===== src/rtl/knapsack_dp_engine_core_assert.svh =====
// ----------------------------------------------------------------------------
// Assertion macros for the knapsack DP engine
// Shared property forms, clocked on clock and disabled during reset.
// ----------------------------------------------------------------------------
`ifndef KNAPSACK_DP_ENGINE_CORE_ASSERT_SVH
`define KNAPSACK_DP_ENGINE_CORE_ASSERT_SVH

// Consequent must hold in the same cycle as the antecedent.
`define KDE_ASSERT_SAME(lbl, ante, cons, msg) \
   lbl: assert property (@(posedge clock) disable iff (reset) (ante) |-> (cons)) \
      else $error(msg);

// Consequent must hold in the cycle after the antecedent.
`define KDE_ASSERT_NEXT(lbl, ante, cons, msg) \
   lbl: assert property (@(posedge clock) disable iff (reset) (ante) |=> (cons)) \
      else $error(msg);

`endif


===== src/rtl/kde_pkg.sv =====
`timescale 1ns / 1ps
`default_nettype none
// ----------------------------------------------------------------------------
// kde_pkg
// Constants, types and helper functions of the knapsack DP engine.
// ----------------------------------------------------------------------------
package kde_pkg;

   localparam int CAPACITY_LIMIT = 1023;
   localparam int SUM_BITS       = 32;
   localparam int ROW_DEPTH      = CAPACITY_LIMIT + 1;
   localparam int ROW_AW         = (ROW_DEPTH > 1) ? $clog2(ROW_DEPTH) : 1;

   localparam int VALUE_BITS  = 16;
   localparam int WEIGHT_BITS = 16;
   localparam int CAP_BITS    = 10;
   localparam int OUT_BITS    = 32;

   localparam int SUM_WIDE  = ((SUM_BITS > VALUE_BITS) ? SUM_BITS : VALUE_BITS) + 1;
   localparam int WIDE_BITS = (SUM_BITS > OUT_BITS) ? SUM_BITS : OUT_BITS;

   localparam int CSR_AW = 3;
   localparam int CSR_DW = 32;

   localparam logic [CAP_BITS-1:0] CAP_RESET = CAP_BITS'(1023);

   // register index decoded from paddr[2]
   localparam logic REG_CAPACITY = 1'b0;

   typedef enum logic [2:0] {
      ST_CLEAR,
      ST_IDLE,
      ST_SWEEP,
      ST_DRAIN,
      ST_READ,
      ST_CAPTURE
   } state_type;

   typedef struct packed {
      logic load_item;
      logic sweep_step;
      logic clear_step;
      logic read_cap;
      logic load_result;
   } cmd_type;

   typedef struct packed {
      logic fits;
      logic sweep_end;
      logic clear_end;
   } status_type;

   function automatic logic [SUM_BITS-1:0] sat_add(input logic [SUM_BITS-1:0] entry,
                                                   input logic [VALUE_BITS-1:0] value);
      logic [SUM_WIDE-1:0] sum;
      sum = SUM_WIDE'(entry) + SUM_WIDE'(value);
      if (sum > SUM_WIDE'({SUM_BITS{1'b1}})) begin
         return {SUM_BITS{1'b1}};
      end
      return sum[SUM_BITS-1:0];
   endfunction

   function automatic logic [OUT_BITS-1:0] sat_out(input logic [SUM_BITS-1:0] entry);
      logic [WIDE_BITS-1:0] wide;
      wide = WIDE_BITS'(entry);
      if (wide > WIDE_BITS'({OUT_BITS{1'b1}})) begin
         return {OUT_BITS{1'b1}};
      end
      return wide[OUT_BITS-1:0];
   endfunction

endpackage
`default_nettype wire


===== src/rtl/kde_ctrl.sv =====
`timescale 1ns / 1ps
`default_nettype none
// ----------------------------------------------------------------------------
// kde_ctrl
// Sequencer: row clear, per-item capacity sweep, result read and handoff.
// ----------------------------------------------------------------------------
module kde_ctrl (
   input  wire logic                clock,
   input  wire logic                reset,
   input  wire logic                req_valid,
   input  wire logic                req_last_item,
   output      logic                req_ready,
   input  wire logic                rsp_ready,
   output      logic                rsp_valid,
   input  wire kde_pkg::status_type status,
   output      kde_pkg::cmd_type    cmd
);

   kde_pkg::state_type state_ff;
   kde_pkg::state_type state_in;
   logic               last_ff;
   logic               last_in;
   logic               rsp_valid_ff;
   logic               rsp_valid_in;
   logic               out_free;

   always_ff @(posedge clock) begin
      if (reset) begin
         state_ff     <= kde_pkg::ST_CLEAR;
         last_ff      <= 1'b0;
         rsp_valid_ff <= 1'b0;
      end else begin
         state_ff     <= state_in;
         last_ff      <= last_in;
         rsp_valid_ff <= rsp_valid_in;
      end
   end

   always_comb begin
      state_in  = state_ff;
      last_in   = last_ff;
      cmd       = '0;
      req_ready = 1'b0;
      out_free  = !rsp_valid_ff || rsp_ready;

      unique case (state_ff)
         kde_pkg::ST_CLEAR: begin
            cmd.clear_step = 1'b1;
            if (status.clear_end) begin
               state_in = kde_pkg::ST_IDLE;
            end
         end
         kde_pkg::ST_IDLE: begin
            req_ready = 1'b1;
            if (req_valid) begin
               cmd.load_item = 1'b1;
               last_in       = req_last_item;
               state_in      = kde_pkg::ST_SWEEP;
            end
         end
         kde_pkg::ST_SWEEP: begin
            // an item heavier than the row changes nothing
            if (!status.fits) begin
               state_in = last_ff ? kde_pkg::ST_READ : kde_pkg::ST_IDLE;
            end else begin
               cmd.sweep_step = 1'b1;
               if (status.sweep_end) begin
                  state_in = kde_pkg::ST_DRAIN;
               end
            end
         end
         kde_pkg::ST_DRAIN: begin
            // final write of the sweep lands here
            state_in = last_ff ? kde_pkg::ST_READ : kde_pkg::ST_IDLE;
         end
         kde_pkg::ST_READ: begin
            cmd.read_cap = 1'b1;
            state_in     = kde_pkg::ST_CAPTURE;
         end
         kde_pkg::ST_CAPTURE: begin
            cmd.read_cap = 1'b1;
            // hold the read until the output register is free
            if (out_free) begin
               cmd.load_result = 1'b1;
               state_in        = kde_pkg::ST_CLEAR;
            end
         end
         default: begin
            state_in = kde_pkg::ST_CLEAR;
         end
      endcase

      priority if (cmd.load_result) begin
         rsp_valid_in = 1'b1;
      end else if (rsp_ready) begin
         rsp_valid_in = 1'b0;
      end else begin
         rsp_valid_in = rsp_valid_ff;
      end
   end

   assign rsp_valid = rsp_valid_ff;

endmodule
`default_nettype wire


===== config.mk =====
export PLATFORM = sky130hd
export DESIGN_NAME = kde_ctrl
export DESIGN_NICKNAME = d
export VERILOG_FILES = /design/src/rtl/knapsack_dp_engine_core_assert.svh /design/src/rtl/kde_pkg.sv /design/src/rtl/kde_ctrl.sv
export SDC_FILE = /design/constraint.sdc
export NUM_CORES = 1
export LEC_CHECK = 0
export ABC_AREA = 1
export BUFFER_PORTS_ARGS = -buffer_cell sky130_fd_sc_hd__buf_2
export CAP_MARGIN = 10
export CELL_PAD_IN_SITES_DETAIL_PLACEMENT = 1
export CELL_PAD_IN_SITES_GLOBAL_PLACEMENT = 1
export CORE_AREA = 2 2 39 41
export CTS_BUF_LIST = sky130_fd_sc_hd__clkbuf_16
export DETAILED_ROUTE_END_ITERATION = 12
export DIE_AREA = 0 0 41 43
export PLACE_DENSITY = 0.66
export SYNTH_ARGS = -nofsm -noshare
export SYNTH_HDL_FRONTEND = slang
export SYNTH_SLANG_ARGS = --single-unit

===== constraint.sdc =====
create_clock -name clock -period 2.8 [get_ports clock]
set_clock_uncertainty 0.15 [all_clocks]
set_input_delay 0.84 -clock clock [delete_from_list [all_inputs] [get_ports clock]]
set_output_delay 0.84 -clock clock [all_outputs]
set_load 0.05 [all_outputs]

==> flow_metrics.env, run 1 <==
export IMPL_fmax_mhz=401
export IMPL_power_per_cell_area_nw_per_um2=1090
export IMPL_path_class="primary input to output pin"
export IMPL_ys_ff_latch=5
export IMPL_drc=0
export IMPL_gp_congestion=0.781
export IMPL_cts_setup_buffers=0
export IMPL_routed_top_layer="met3"
export IMPL_placed_cell_area_um2=448
export IMPL_p_leak_uw=0.000286
export IMPL_arrival_ps=1500
export IMPL_path_clk_slew_ps=30
export IMPL_grt_ovfl_total=0
export IMPL_worstMarginPinSlew_ps=267
export IMPL_yosysTopAreaCell="dfxtp_1"
export IMPL_maxCapViolCount=0
export IMPL_holdBufCountCts=0
export IMPL_clk_path_buf_depth=2
export IMPL_min_period_ps=2490
export IMPL_critPathMaxFanout=3
export IMPL_cts_sinks=5
export IMPL_rows=14
export IMPL_synth_avg_cell_area_um2=6.09
export IMPL_fin_ws_ps=306
export IMPL_drt_met1_wl_um=405
export IMPL_synth_cell_type_count=19
export IMPL_clockRootBuffer="clkbuf_16"
export IMPL_critPathCaptureType="output pin"
export IMPL_viasPerCell=4.38
export IMPL_yosysSeqAreaShare_pct=27.4
export IMPL_grt_start_max_net_pins=7
export IMPL_start_util_pct=26.4
export IMPL_outcome="completed"
export IMPL_clock_latency_ps=220
export IMPL_min_path_type="flip-flop to flip-flop"
export IMPL_postCtsResizedCells=0
export IMPL_postRouteAntennaNets=0
export IMPL_area_growth_pct=44.2
export IMPL_synth_top_cell_area_share_pct=27.4
export IMPL_critPathLaunchType="primary input"
export IMPL_grt_usage_pct=11.2
export IMPL_slew_headroom_pct=82.2
export IMPL_die_h_um=43
export IMPL_dp_slack_ps=297
export IMPL_postLayoutCoreUtil_pct=38.1
export IMPL_cts_made_buffers=3
export IMPL_post_route_period_util_pct=89.1
export IMPL_die_x_um=41
export IMPL_numPortBuffers=14
export IMPL_syn_instance_count=60
export IMPL_die_area_um2=1760
export IMPL_synth_area_leaders="dfxtp_1 (27%), nor2_1 (14%), inv_1 (9.2%)"
export IMPL_ios=15
export IMPL_routed_wl_um=840
export IMPL_synth_area_um2=365
export IMPL_nNetsFinal=86
export IMPL_final_max_slew_viol_count=0
export IMPL_syn_num_nets=68
export IMPL_h_tree_depth=1
export IMPL_hpwl_um=737
export IMPL_design_area_um2=527
export IMPL_final_layout_size_suffix_gt1_share_pct=33.8
export IMPL_antennaDiodeCount=0
export IMPL_grt_pass1_vias=372
export IMPL_fp_coreArea_um2=1380
export IMPL_dr_wl_met3_um=29
export IMPL_hold_viol=0
export IMPL_yosysWarnings=0
export IMPL_route_vias_total=407
export IMPL_max_vdd_ir_drop_mv=0.462
export IMPL_rsz0062_at_grt="no"
export IMPL_cts_tree="yes"
export IMPL_dr_pass1_iters=2
export IMPL_avgRoutedWirePerCell_um=9.03
export IMPL_grt_pass1_wl_mm=1.39
export IMPL_drtIter0Drc=1
export IMPL_setup_viol=0
export IMPL_antenna_found_initial=0
export IMPL_tns_ps=0
export IMPL_required_ps=1810
export IMPL_route_met2_wl_um=405
## power breakdown
group          leakage [µW]  internal, µW  total (µW)  switching (µW)
combinational      0.000203          65.1         239             174
clock             0.0000423           184         224            39.6
sequential        0.0000409          87.9         111            23.2
total              0.000286           337         574             237
## path summary, 6_finish.rpt
| path | from | endpoint | slack, ps | cells past startpoint |
|---|---|---|---|---|
| worst max-delay path | req_valid | cmd[4] | 310 | 4 |
| worst min-delay path | rsp_valid | rsp_valid | 390 | 2 |
| worst max register to register | state_ff[2] | state_ff[0] | 1480 | 7 |
| worst min register to register | rsp_valid | rsp_valid | 390 | 2 |
## critical path: stages
cell and delay (ps):
buf_2 80, clkinv_1 70, nor3_2 210, buf_2 300
## per-stage QoR
| stage | power (µW) | std cells | hold WS (ps) |
|---|---|---|---|
| floorplan | 301 | 60 | 355 |
| global placement | 354 | 89 | 371 |
| detailed placement | 353 | 89 | 387 |
| CTS | 581 | 93 | 400 |
| global route | 611 | 93 | 429 |
| finish | 574 | 93 | 387 |
## area by class of cell
class,instances,area (µm²)
timing repair buffer,14,70.1
sequential,5,100
multi-input combinational,41,209
inverter,13,48.8
clock buffer,3,75.1
clock inverter,1,3.75
tap,16,20.0
fill,190,857
## cells in the mapped netlist
cell type  count
a21oi_1        3
inv_2          2
nor2_4         1
nor3_2         1
inv_1          9
nor2_1        14
nor2_2         2
clkinv_1       2
nor3_1         2
nand2_2        1
nand3_1        4
nand3_2        2
o211ai_1       1
buf_4          1
o21ai_1        1
nand2_1        7
dfxtp_1        5
o21ai_0        1
nand3b_1       1
## registers in the layout, summed over array words and instances (netlist names)
name and cells:
state_ff 3, rsp_valid 1, last_ff 1
## placed cells by master, fill, tap and decap left out
cell type / netlist / layout
nor2_1: 14 / 14
buf_2: 0 / 14
inv_1: 9 / 10
nand2_1: 7 / 7
dfxtp_1: 5 / 5
nand3_1: 4 / 4
a21oi_1: 3 / 3
clkbuf_16: 0 / 3
clkinv_1: 2 / 2
nand3_2: 2 / 2
inv_2: 2 / 2
nor2_2: 2 / 2
nor3_1: 2 / 2
nor3_2: 1 / 1
o21ai_0: 1 / 1
nand3b_1: 1 / 1
nor2_4: 1 / 1
nand2_2: 1 / 1
o211ai_1: 1 / 1
o21ai_1: 1 / 1
## kinds of logic after synthesis
| group | count (synthesis) | synth area share, % |
|---|---|---|
| and+or+nand+nor | 35 | 48.3 |
| buffers and inverters | 14 | 15.4 |
| AOI/OAI and AO/OA | 6 | 8.90 |
| DFF | 5 | 27.4 |
## layer usage
layer  GRT usage, %  vias up
met5              0        -
met4           4.00        0
met3           1.57        0
met2           18.4        7
met1           13.9      183
li1               -      217
Power figures use the tool's default switching activity.
==> run 2, diff against run 1 <==
Settings changed: REMOVE_ABC_BUFFERS set to 1.
==> flow_metrics.env, run 2 (synthesized netlist as in run 1, its figures left out) <==
export IMPL_setup_viol=0
export IMPL_grt_start_max_net_pins=7
export IMPL_cts_setup_buffers=0
export IMPL_final_max_slew_viol_count=0
export IMPL_avgRoutedWirePerCell_um=9.58
export IMPL_route_vias_total=413
export IMPL_min_period_ps=2530
export IMPL_arrival_ps=1540
export IMPL_maxCapViolCount=0
export IMPL_worstMarginPinSlew_ps=274
export IMPL_dp_cells=89
export IMPL_min_path_type="flip-flop to flip-flop"
export IMPL_nNetsFinal=86
export IMPL_critPathLaunchType="primary input"
export IMPL_postCtsResizedCells=0
export IMPL_antenna_found_initial=0
export IMPL_critPathCaptureType="output pin"
export IMPL_final_cell_mix="nor2_1 (14), buf_2 (14), inv_1 (10)"
export IMPL_ios=15
export IMPL_cts_sinks=5
export IMPL_cts_tree="yes"
export IMPL_grt_ovfl_total=0
export IMPL_final_layout_size_suffix_gt1_share_pct=33.8
export IMPL_rsz0062_at_grt="no"
export IMPL_area_growth_pct=44.2
export IMPL_clock_latency_ps=230
export IMPL_p_leak_uw=0.000286
export IMPL_dr_pass1_iters=2
export IMPL_rows=14
export IMPL_power_per_cell_area_nw_per_um2=1100
export IMPL_cell_internal_pwr_uw=338
export IMPL_max_vdd_ir_drop_mv=0.441
export IMPL_clockPowerShare_pct=39.4
export IMPL_p_sw_uw=241
export IMPL_routed_wl_um=891
export IMPL_grt_pass1_wl_mm=1.48
export IMPL_path_clk_slew_ps=30
export IMPL_seq_power_share_pct=19.1
export IMPL_hold_viol=0
export IMPL_tns_ps=0
export IMPL_path_class="primary input to output pin"
export IMPL_die_x_um=41
export IMPL_numPortBuffers=14
export IMPL_gp_congestion=0.750
export IMPL_cts_made_buffers=3
export IMPL_hpwl_um=750
export IMPL_start_util_pct=26.4
export IMPL_clockRootBuffer="clkbuf_16"
export IMPL_holdBufCountCts=0
export IMPL_die_h_um=43
export IMPL_antennaDiodeCount=0
export IMPL_drc=0
export IMPL_slew_headroom_pct=81.7
export IMPL_switching_share_pct=41.6
export IMPL_viasPerCell=4.44
export IMPL_combPwrFrac_pct=41.5
export IMPL_largest_reg_flops=3
export IMPL_outcome="completed"
export IMPL_grt_usage_pct=12.7
export IMPL_rrSetupSlack_ps=1450
export IMPL_h_tree_depth=1
export IMPL_drtIter0Drc=2
export IMPL_fmax_mhz=396
export IMPL_postRouteAntennaNets=0
export IMPL_required_ps=1810
export IMPL_grt_pass1_vias=370
export IMPL_fin_cells=93
export IMPL_clk_path_buf_depth=2
export IMPL_critPathMaxFanout=3
export IMPL_fp_coreArea_um2=1380
export IMPL_post_route_period_util_pct=90.3
export IMPL_regMostFlops="state_ff"
export IMPL_die_area_um2=1760
-- run 2: cell counts in the layout (fill, tap and decap cells not counted) --
No cell type changed its count.
-- run 2: final cells by class --
class                      count  area [µm²]
sequential                     5         100
multi-input combinational     41         209
clock inverter                 1        3.75
clock buffer                   3        75.1
inverter                      13        48.8
fill                         190         857
timing repair buffer          14        70.1
tap                           16        20.0
-- run 2: metrics by stage --
step / hold WS, ps / cell area, µm² / utilization, % / power (µW) / worst slack (ps)
final: 376 / 527 / 38.1 / 578 / 272
after CTS: 384 / 527 / 38.1 / 588 / 248
after global routing: 431 / 527 / 38.1 / 621 / 211
after global placement: 371 / 448 / 32.4 / 351 / 277
after floorplan: 355 / 358 / - / 300 / 152
after detailed placement: 378 / 448 / 32.4 / 354 / 272
-- run 2: layer usage --
metal  GRT usage, %  vias to the layer above  routed length (µm)
met5              0                        -                   0
met4           8.00                        0                  17
met3           1.57                        2                  35
met2           18.1                        9                 425
met1           17.2                      183                 413
li1               -                      219                   -
-- run 2: path summary, 6_finish.rpt --
path | startpoint | endpoint | depth (start not counted)
setup reg to reg | state_ff[2] | state_ff[0] | 7
hold / removal | rsp_valid | rsp_valid | 2
hold reg to reg | rsp_valid | rsp_valid | 2
setup / recovery | req_valid | cmd[4] | 4
-- run 2: critical path: stages --
cell	delay [ps]
buf_2	80
clkinv_1	80
nor3_2	230
buf_2	310
-- run 2: power by group through the flow --
stage	Clock [µW]	Combinational, µW	Sequential (µW)
4_1_cts	234	243	111
3_3_place_gp	0	239	112
3_5_place_dp	0	242	112
2_1_floorplan	0	193	107
5_1_grt	237	270	114
6_report	228	240	111
